--- config.mk ---
export PLATFORM = sky130hd
export DESIGN_NAME = group_reverse_reorder
export DESIGN_NICKNAME = d
export VERILOG_FILES = /design/src/hw/rtl/grr_pkg.sv /design/src/hw/rtl/grr_ctrl.sv /design/src/hw/rtl/grr_dp.sv /design/src/hw/rtl/group_reverse_reorder.sv
export VERILOG_INCLUDE_DIRS = /design/src /design/src/hw/rtl
export SDC_FILE = /design/constraint.sdc
export NUM_CORES = 2
export LEC_CHECK = 0
export ABC_AREA = 0
export BUFFER_PORTS_ARGS = -buffer_cell sky130_fd_sc_hd__buf_4
export CAP_MARGIN = 20
export CORE_MARGIN = 10
export CORE_UTILIZATION = 45
export CTS_BUF_LIST = sky130_fd_sc_hd__clkbuf_16
export DETAILED_ROUTE_END_ITERATION = 12
export HOLD_SLACK_MARGIN = 0.08
export SYNTH_ARGS = -nofsm -noshare
export SYNTH_HDL_FRONTEND = slang
export SYNTH_HIERARCHICAL = 1
export SYNTH_SLANG_ARGS = --single-unit
--- constraint.sdc ---
create_clock -name clk -period 11.4 [get_ports clk]
set_clock_uncertainty 0.1 [all_clocks]
set_input_delay 3.42 -clock clk [delete_from_list [all_inputs] [get_ports clk]]
set_output_delay 3.42 -clock clk [all_outputs]
set_load 0.01 [all_outputs]
--- src/hw/rtl/group_reverse_reorder_defines.svh ---
// Assertion macros for the group reverse reorder block.
// Used by the top level only; no other dependencies.
`ifndef GROUP_REVERSE_REORDER_DEFINES_SVH
`define GROUP_REVERSE_REORDER_DEFINES_SVH

`ifndef SYNTHESIS
// Same-cycle implication, checked out of reset.
`define GRR_ASSERT_IMP(lbl, clk, rst_n, ante, cons) \
  lbl: assert property (@(posedge clk) disable iff (!rst_n) (ante) |-> (cons)) \
    else $error("grr assertion failed");
// Next-cycle implication, checked out of reset.
`define GRR_ASSERT_NXT(lbl, clk, rst_n, ante, cons) \
  lbl: assert property (@(posedge clk) disable iff (!rst_n) (ante) |=> (cons)) \
    else $error("grr assertion failed");
`else
`define GRR_ASSERT_IMP(lbl, clk, rst_n, ante, cons)
`define GRR_ASSERT_NXT(lbl, clk, rst_n, ante, cons)
`endif

`endif

--- src/hw/rtl/grr_pkg.sv ---
// Shared types and constants for the group reverse reorder block.
// No dependencies.
`timescale 1ns / 1ps

package grr_pkg;

  localparam int unsigned MAX_GROUP_DEF = 64;
  localparam int unsigned DATA_W        = 32;
  localparam int unsigned GS_W          = 7;
  localparam logic [GS_W-1:0] GS_RESET  = 7'd3;

  typedef enum logic [1:0] {
    ST_LOAD,
    ST_READ,
    ST_OUT
  } grr_state_t;

  // Controller to datapath.
  typedef struct packed {
    logic store;      // write accepted beat into the store
    logic rd_en;      // read one held element into the output register
    logic step_down;  // move read pointer to the next lower entry
    logic finish;     // run delivered, empty the store
  } grr_cmd_t;

  // Datapath to controller.
  typedef struct packed {
    logic emit_now;   // current input beat closes a group
    logic run_done;   // output register holds the last element of the run
  } grr_sts_t;

endpackage

--- src/hw/rtl/grr_ctrl.sv ---
// Controller state machine: load, read and output phases.
// Depends on grr_pkg.
`timescale 1ns / 1ps

module grr_ctrl
  import grr_pkg::*;
(
  input  logic     clk,
  input  logic     rst_n,
  input  logic     in_tvalid,
  output logic     in_tready,
  output logic     out_tvalid,
  input  logic     out_tready,
  input  grr_sts_t sts,
  output grr_cmd_t cmd
);

  grr_state_t state_r, state_nxt;

  always_ff @(posedge clk) begin
    if (!rst_n) begin
      state_r <= ST_LOAD;
    end else begin
      state_r <= state_nxt;
    end
  end

  always_comb begin
    state_nxt  = state_r;
    cmd        = '0;
    in_tready  = 1'b0;
    out_tvalid = 1'b0;
    case (state_r)
      ST_LOAD: begin
        in_tready = 1'b1;
        if (in_tvalid) begin
          cmd.store = 1'b1;
          if (sts.emit_now) begin
            state_nxt = ST_READ;
          end
        end
      end
      ST_READ: begin
        cmd.rd_en = 1'b1;
        state_nxt = ST_OUT;
      end
      ST_OUT: begin
        out_tvalid = 1'b1;
        if (out_tready) begin
          if (sts.run_done) begin
            cmd.finish = 1'b1;
            state_nxt  = ST_LOAD;
          end else begin
            cmd.step_down = 1'b1;
            state_nxt     = ST_READ;
          end
        end
      end
      default: begin
        state_nxt = ST_LOAD;
      end
    endcase
  end

endmodule

--- src/hw/rtl/grr_dp.sv ---
// Datapath: group store memory, fill count, read pointer, output register
// and the group size register. Depends on grr_pkg.
`timescale 1ns / 1ps

module grr_dp
  import grr_pkg::*;
#(
  parameter int unsigned MAX_GROUP = MAX_GROUP_DEF
) (
  input  logic              clk,
  input  logic              rst_n,
  input  logic              cfg_wr_en,
  input  logic [GS_W-1:0]   cfg_wr_data,
  input  logic [DATA_W-1:0] in_value,
  input  logic              in_last,
  input  grr_cmd_t          cmd,
  output grr_sts_t          sts,
  output logic [DATA_W-1:0] out_value,
  output logic              out_group_end,
  output logic              out_seq_end
);

  localparam int unsigned ADDR_W = (MAX_GROUP > 1) ? $clog2(MAX_GROUP) : 1;
  localparam int unsigned CNT_W  = $clog2(MAX_GROUP + 1);
  localparam int unsigned CMP_W  = (CNT_W > GS_W) ? CNT_W : GS_W;

  logic [DATA_W-1:0] mem [MAX_GROUP];

  logic [GS_W-1:0]   group_size_r;
  logic [CNT_W-1:0]  fill_r, fill_nxt;
  logic [ADDR_W-1:0] rd_ptr_r, rd_ptr_nxt;
  logic              last_r, last_nxt;
  logic [DATA_W-1:0] rd_data_r;
  logic              gend_r;
  logic              send_r;

  logic [CNT_W-1:0]  fill_inc;
  logic [CMP_W-1:0]  fill_cmp;

  assign fill_inc = fill_r + CNT_W'(1);
  assign fill_cmp = CMP_W'(fill_inc);

  // Close the group on the last beat, at the configured size, or at capacity.
  assign sts.emit_now = in_last
                     || (fill_cmp >= CMP_W'(group_size_r))
                     || (fill_cmp >= CMP_W'(MAX_GROUP));
  assign sts.run_done = gend_r;

  always_comb begin
    fill_nxt   = fill_r;
    rd_ptr_nxt = rd_ptr_r;
    last_nxt   = last_r;
    if (cmd.store) begin
      if (sts.emit_now) begin
        rd_ptr_nxt = fill_r[ADDR_W-1:0];
        last_nxt   = in_last;
      end else begin
        fill_nxt = fill_inc;
      end
    end
    if (cmd.step_down) begin
      rd_ptr_nxt = rd_ptr_r - ADDR_W'(1);
    end
    if (cmd.finish) begin
      fill_nxt = '0;
    end
  end

  always_ff @(posedge clk) begin
    if (!rst_n) begin
      group_size_r <= GS_RESET;
      fill_r       <= '0;
      rd_ptr_r     <= '0;
      last_r       <= 1'b0;
    end else begin
      if (cfg_wr_en) begin
        group_size_r <= cfg_wr_data;
      end
      fill_r   <= fill_nxt;
      rd_ptr_r <= rd_ptr_nxt;
      last_r   <= last_nxt;
    end
  end

  always_ff @(posedge clk) begin
    if (cmd.store) begin
      mem[fill_r[ADDR_W-1:0]] <= in_value;
    end
  end

  always_ff @(posedge clk) begin
    if (cmd.rd_en) begin
      rd_data_r <= mem[rd_ptr_r];
      gend_r    <= (rd_ptr_r == '0);
      send_r    <= (rd_ptr_r == '0) && last_r;
    end
  end

  assign out_value     = rd_data_r;
  assign out_group_end = gend_r;
  assign out_seq_end   = send_r;

endmodule

--- src/hw/rtl/group_reverse_reorder.sv ---
// Top level of the group reverse reorder block: controller plus datapath.
// Depends on grr_pkg, grr_ctrl, grr_dp and group_reverse_reorder_defines.svh.
//
//   channel | dir | tdata            | tlast     | tuser
//   --------+-----+------------------+-----------+--------
//   in_     | in  | elem_value[31:0] | seq_last  | -
//   out_    | out | out_value[31:0]  | group_end | seq_end
//   cfg_    | in  | group_size[6:0]  | -         | -
//
// Input beats are taken one per cycle while a group fills. Once a group
// closes (size reached, store full, or the last beat of the sequence) the
// held elements go out newest first, each by a registered read of the
// single-port store followed by its output beat. Reset empties the store
// at once; stalls on out_tready hold the beat.
`timescale 1ns / 1ps
`include "group_reverse_reorder_defines.svh"

module group_reverse_reorder
  import grr_pkg::*;
#(
  parameter int unsigned MAX_GROUP = MAX_GROUP_DEF
) (
  input  logic              clk,
  input  logic              rst_n,
  // configuration
  input  logic              cfg_wr_en,
  input  logic [GS_W-1:0]   cfg_wr_data,   // group_size[6:0]
  // input stream
  input  logic              in_tvalid,
  output logic              in_tready,
  input  logic [DATA_W-1:0] in_tdata,      // elem_value[31:0]
  input  logic              in_tlast,      // seq_last
  // output stream
  output logic              out_tvalid,
  input  logic              out_tready,
  output logic [DATA_W-1:0] out_tdata,     // out_value[31:0]
  output logic              out_tlast,     // group_end
  output logic              out_tuser      // seq_end
);

  grr_cmd_t cmd;
  grr_sts_t sts;

  // Sequence the load, read and output phases.
  grr_ctrl u_ctrl (
    .clk        (clk),
    .rst_n      (rst_n),
    .in_tvalid  (in_tvalid),
    .in_tready  (in_tready),
    .out_tvalid (out_tvalid),
    .out_tready (out_tready),
    .sts        (sts),
    .cmd        (cmd)
  );

  // Hold the group, count it and walk it back out.
  grr_dp #(
    .MAX_GROUP (MAX_GROUP)
  ) u_dp (
    .clk           (clk),
    .rst_n         (rst_n),
    .cfg_wr_en     (cfg_wr_en),
    .cfg_wr_data   (cfg_wr_data),
    .in_value      (in_tdata),
    .in_last       (in_tlast),
    .cmd           (cmd),
    .sts           (sts),
    .out_value     (out_tdata),
    .out_group_end (out_tlast),
    .out_seq_end   (out_tuser)
  );

  // Loading and emitting never overlap.
  `GRR_ASSERT_IMP(a_no_overlap, clk, rst_n, out_tvalid, !in_tready)
  // The sequence end only ever lands on the end of a run.
  `GRR_ASSERT_IMP(a_seq_end_on_run_end, clk, rst_n, out_tvalid && out_tuser, out_tlast)
  // The last input beat of a sequence always starts an emission.
  `GRR_ASSERT_NXT(a_last_starts_emit, clk, rst_n, in_tvalid && in_tready && in_tlast,
                  !in_tready)
  // After the final beat of a run the block is back to loading.
  `GRR_ASSERT_NXT(a_run_end_reloads, clk, rst_n, out_tvalid && out_tready && out_tlast,
                  in_tready)

endmodule
---- Yosys cells after proc, flatten, opt, wreduce, memory -nomap -nowiden ----
Memories as Yosys holds them, arrays and structs flattened. A register that Yosys moved wholly into a read port is not among the register bits.
Index checks and enable logic that the tools add are counted.
word-level totals
  flip-flop bits (word level) ............. 25
  bits in writable memories ............... 2048
  bits of input ports ..................... 45
  output and inout bits ................... 36
  word-level logic and storage cells ...... 50
  memories ................................ 1
operators by class
  add/subtract/negate cells ............... 2
  magnitude comparators ................... 2
  eq/ne operators ......................... 5
  muxes and demuxes ....................... 19
  bitwise operators ....................... 2
  reduce and logical (&&, ||, !) cells .... 12
memories
  memory    depth  width  read ports  clocked after memory_dff  wr ports  RTL line      text
  u_dp.mem  64     32     1           1                         1         grr_dp.sv:27  logic [DATA_W-1:0] mem [MAX_GROUP];
operators with widths
  kind                                                 count
  two-way mux 6 bit                                    3
  two-way mux 1 bit                                    10
  two-way mux 2 bit                                    5
  adder 7 x 1 -> 7 bit, second input constant          1
  >= comparator 7 bit                                  1
  >= comparator 7 bit, second input constant           1
  logical NOT 6 bit                                    1
  != test 2 bit, second input constant                 3
  case mux 2 bit (3 select lines)                      1
  AND reduction 2 bit                                  3
  subtractor 6 x 1 -> 6 bit, second input constant     1
  nonzero test 2 bit                                   2
  AND reduction 3 bit                                  1
  equality test 2 x 1 -> 1 bit, second input constant  1
  equality test 2 bit, second input constant           1
  logical NOT 2 bit                                    1
  logical OR 1 bit                                     2
  NOT 1 bit                                            2
  OR reduction 2 bit                                   1
  logical AND 1 bit                                    1

---- Depth between registers and ports, before layout ----
  depth after elaboration ................. 7
  gate-level depth with buffers ........... 13
  mapped depth without buffers ............ 12

---- Modules after synthesis ----
The synthesis kept the hierarchy.
by module, submodules not included
  module    times used  cells each  area each (um2)  sequential area each (um2)
  grr_dp    1           3464        80524.7          62940.4
  grr_ctrl  1           15          128.9            40.0

---- Worst setup path after synthesis ----
OpenSTA, ideal clock, no wires.
  kind .................................... in2reg
  from .................................... in in_tvalid
  to ...................................... mem u_dp.mem[19][0] (enable)
  library setup time ...................... 0.421 ns
  arrival time ............................ 5.642 ns
  required time ........................... 10.879 ns
  slack ................................... 5.237 ns
  cell stages on the path ................. 5
  buffers on the path ..................... 1
  cells stage by stage .................... and2_1 -> clkbuf_1 -> nor2b_1 -> nand3_1 -> nor2_1
between the ends
  cells in the longest elaborated chain, start to end .. 4
ends and longest elaborated chain
  element                                  RTL line                     text
  from (decl)                              group_reverse_reorder.sv:29  input logic in_tvalid,
  two-way mux 1 bit                        grr_ctrl.sv:36               if (in_tvalid) begin
  two-way mux 1 bit                        grr_ctrl.sv:33               case (state_r)
  two-way mux 1 bit                        grr_dp.sv:86                 if (cmd.store) begin
  two-way mux 1 bit (not written as such)  grr_dp.sv:87                 mem[fill_r[ADDR_W-1:0]] <= in_value;
  to (decl)                                grr_dp.sv:27
No other way between the ends.

==> flow_summary.json <==
{
  "status": "finished clean",
  "crit_chain": "buf_4 > and2_1 > nor2b_1 > nand2_1 > nor2_4 > buf_4",
  "finalHoldViolations": 0,
  "slowest_delay_ps": 840,
  "synth-edff-count": 2082,
  "viasPerCell": 6.15,
  "grt_pass1_wl_um": 297000,
  "final_cells": 6220,
  "post_cts_resized": 0,
  "synth_area_mm2": 0.0807,
  "powerDensity_mw_per_mm2": 182,
  "fin_crit_sh_pct": 51.2,
  "routed_wl_um": 211000,
  "start_util_pct": 45.2,
  "wl_per_cell_um": 34.0,
  "h-tree-depth": 4,
  "r2r_start": "u_dp/rd_ptr_r[0]$_SDFFE_PN0P_",
  "pwr-share-comb_pct": 7.6,
  "synth_compound_area_share_pct": 1.64,
  "port_buffers": 80,
  "synth_seq_area_share_pct": 78.1,
  "grt.busiest_layer": "met1",
  "end_kind": "register",
  "synthAdderAreaFrac_pct": 0.155,
  "vias": 38239,
  "worstPathRequired_ps": 11790,
  "num_rows": 155,
  "hold_ws_ps": 404,
  "synthArstFlopShare_pct": 0,
  "dp.cells": 5816,
  "use_met1_pct": 32.5,
  "fin_setup_tns_ps": 0,
  "hold_path.class": "register to register",
  "power_frac_clock_pct": 41.0,
  "dpl.hpwl_um": 123000,
  "max-slew-margin-rel_pct": 21.4,
  "gr-total-overflow": 0,
  "pwr-share-seq_pct": 51.3,
  "crit_fanout": 18,
  "fmax_mhz": 171,
  "layout_common_cells": "edfxtp_1 (2082), mux4_2 (553), clkbuf_16 (214), buf_4 (155), mux2i_1 (125)",
  "grt_max_degree": 115,
  "hold_buffers": 0,
  "ys.warnings.count": 6,
  "synth_seq_cells": 2105,
  "maxSlewViolCount": 0,
  "worst_slew_pin_slew_ps": 1170,
  "cts_tree": "yes",
  "postCtsSetupBuffers": 0,
  "path_clk_slew_ps": 60,
  "syn_nets": 3534,
  "power_switching_share_pct": 22.4,
  "setup_viol": 0,
  "clock-root-buffer": "clkbuf_16",
  "path_buf_inv": 2,
  "cap_violations": 0,
  "syn_avg_cell_area_um2": 23.2,
  "core_mm2": 0.178,
  "p_sw_mw": 3.75,
  "synth_top_family_by_area": "multiplexers",
  "use_met2_pct": 30.9,
  "clk_latency_ps": 820,
  "first_pass_iters": 7,
  "p_leak_nw": 27.8,
  "drive_gt1_share_pct": 29.1,
  "p_int_mw": 13.0,
  "top_level_ports": 81,
  "fp.dieW_um": 443,
  "first_iter_violations": 5068,
  "grt_pass1_vias": 37155,
  "cts.path.max_buffers": 3,
  "rsz0062_at_grt": "no",
  "ir_drop_uv": 146,
  "cts_sinks": 2105,
  "crit_path_top_delay_cell": "nor2_4",
  "yosys.area_share.simple_pct": 1.52,
  "nNetsFinal": 3734,
  "crit_family": "simple AND/OR/NAND/NOR gates",
  "cp-start-kind": "input port",
  "yosys-mux-area-fraction_pct": 17.2,
  "antenna_left": 0,
  "synth_cell_types": 56,
  "grt_use_total_pct": 21.2,
  "critPathMostFrequentCell": "buf_4",
  "drc": 0,
  "fin_crit_ps": 5830,
  "die_height_um": 443,
  "final_common_cell": "edfxtp_1",
  "antenna_found_initial": 12,
  "numCtsBuffers": 209,
  "syn2layout_area_growth_pct": 13.7,
  "grtUsageMet3_pct": 4.13,
  "min-delay-start": "u_dp/group_size_r[5]$_SDFFE_PN0P_",
  "die-area_mm2": 0.197,
  "syn-instance-count": 3479,
  "arrival_ps": 6220,
  "ys.flop_type": "edfxtp_1",
  "gp_congestion": 0.832,
  "cp-startpoint": "in_tvalid",
  "synthXorXnorAreaFrac_pct": 0.0977,
  "criticalPathCategory": "input port to register"
}
## routing by layer
layer  share of wire [%]  vias to the layer above
met3                 8.9                      265
li1                    -                    15239
met4                 2.9                        2
met1                  43                    21062
met5              0.0062                        -
met2                  45                     1671
## sequential cells by signal, summed over array words and instances (netlist names)
register	cells
u_ctrl/state_r	2
u_dp/last_r	1
u_dp/out_group_end	1
u_dp/out_value	32
u_dp/out_seq_end	1
u_dp/mem	2048
u_dp/fill_r	7
u_dp/rd_ptr_r	6
u_dp/group_size_r	7
## power groups by stage
stage	sequential, mW	combinational [mW]	clock, mW
after floorplan	8.73	0.676	0
after global placement	8.76	1.26	0
after detailed placement	8.76	1.27	0
after CTS	8.59	1.28	7.00
after global routing	8.59	1.32	7.31
final	8.59	1.28	6.87
## synthesized netlist by cell type (17+ instances only)
library cell | number | area, um^2
edfxtp_1 | 2082 | 62500
mux4_2 | 553 | 12500
mux2i_1 | 125 | 1250
nor2_1 | 100 | 375
nand2_1 | 82 | 308
buf_2 | 67 | 335
clkbuf_1 | 61 | 229
buf_4 | 42 | 315
a22oi_1 | 29 | 218
a21oi_1 | 27 | 135
o21ai_0 | 25 | 125
dfxtp_1 | 23 | 460
a211oi_1 | 20 | 150
a31oi_1 | 19 | 119
a221oi_1 | 18 | 158
nand3_1 | 18 | 90.1
nor2b_1 | 17 | 106
## logic make-up (layout without fill, tap and decap cells)
| group | after synthesis | in the layout |
|---|---|---|
| adder cells (fa/ha/maj) | 10 | 10 |
| other | 0 | 7 |
| AO/OA/AOI/OAI | 187 | 187 |
| flip-flops | 2105 | 2105 |
| buffers and inverters | 207 | 586 |
| XOR/XNOR | 9 | 9 |
| multiplexers | 691 | 691 |
| AND/OR/NAND/NOR | 270 | 270 |
## metrics by stage
| step | worst slack, ps | utilization (%) | area [um^2] | power (mW) |
|---|---|---|---|---|
| finish | 5570 | 51.4 | 91700 | 16.7 |
| global route | 5510 | 51.4 | 91700 | 17.2 |
| CTS | 5640 | 51.3 | 91600 | 16.9 |
| detailed placement | 4760 | 47.5 | 84700 | 10.0 |
| global placement | 4750 | 47.3 | 84400 | 10.0 |
| floorplan | 5240 | - | 80700 | 9.40 |
## worst reg2reg max path, delay by kind of cell, from the launching register on
kind / cells / cell delay, ps
simple gates: 1 / 270
buf+inv: 2 / 1560
mux: 2 / 950
flops: 1 / 710
compound gates: 2 / 1040
## cell type report
class / count / area (um^2)
inverters: 15 / 56.3
clock inverters: 177 / 1560
clock buffers: 213 / 5330
repair buffers: 181 / 1740
well taps: 2355 / 2950
diodes: 7 / 17.5
fillers: 13756 / 86700
multi-input cells: 1167 / 17100
flip-flops and latches: 2105 / 63000
## path summary, 6_finish.rpt
path                                  endpoint  slack (ps)  cells after the start
max                  u_dp/mem[2][25]$_DFFE_PP_        5570                      6
min          u_dp/group_size_r[5]$_SDFFE_PN0P_         400                      2
min reg2reg  u_dp/group_size_r[5]$_SDFFE_PN0P_         400                      2
max reg2reg       u_dp/out_value[31]$_DFFE_PP_        6450                      7
(Power assumes the default switching activity.)
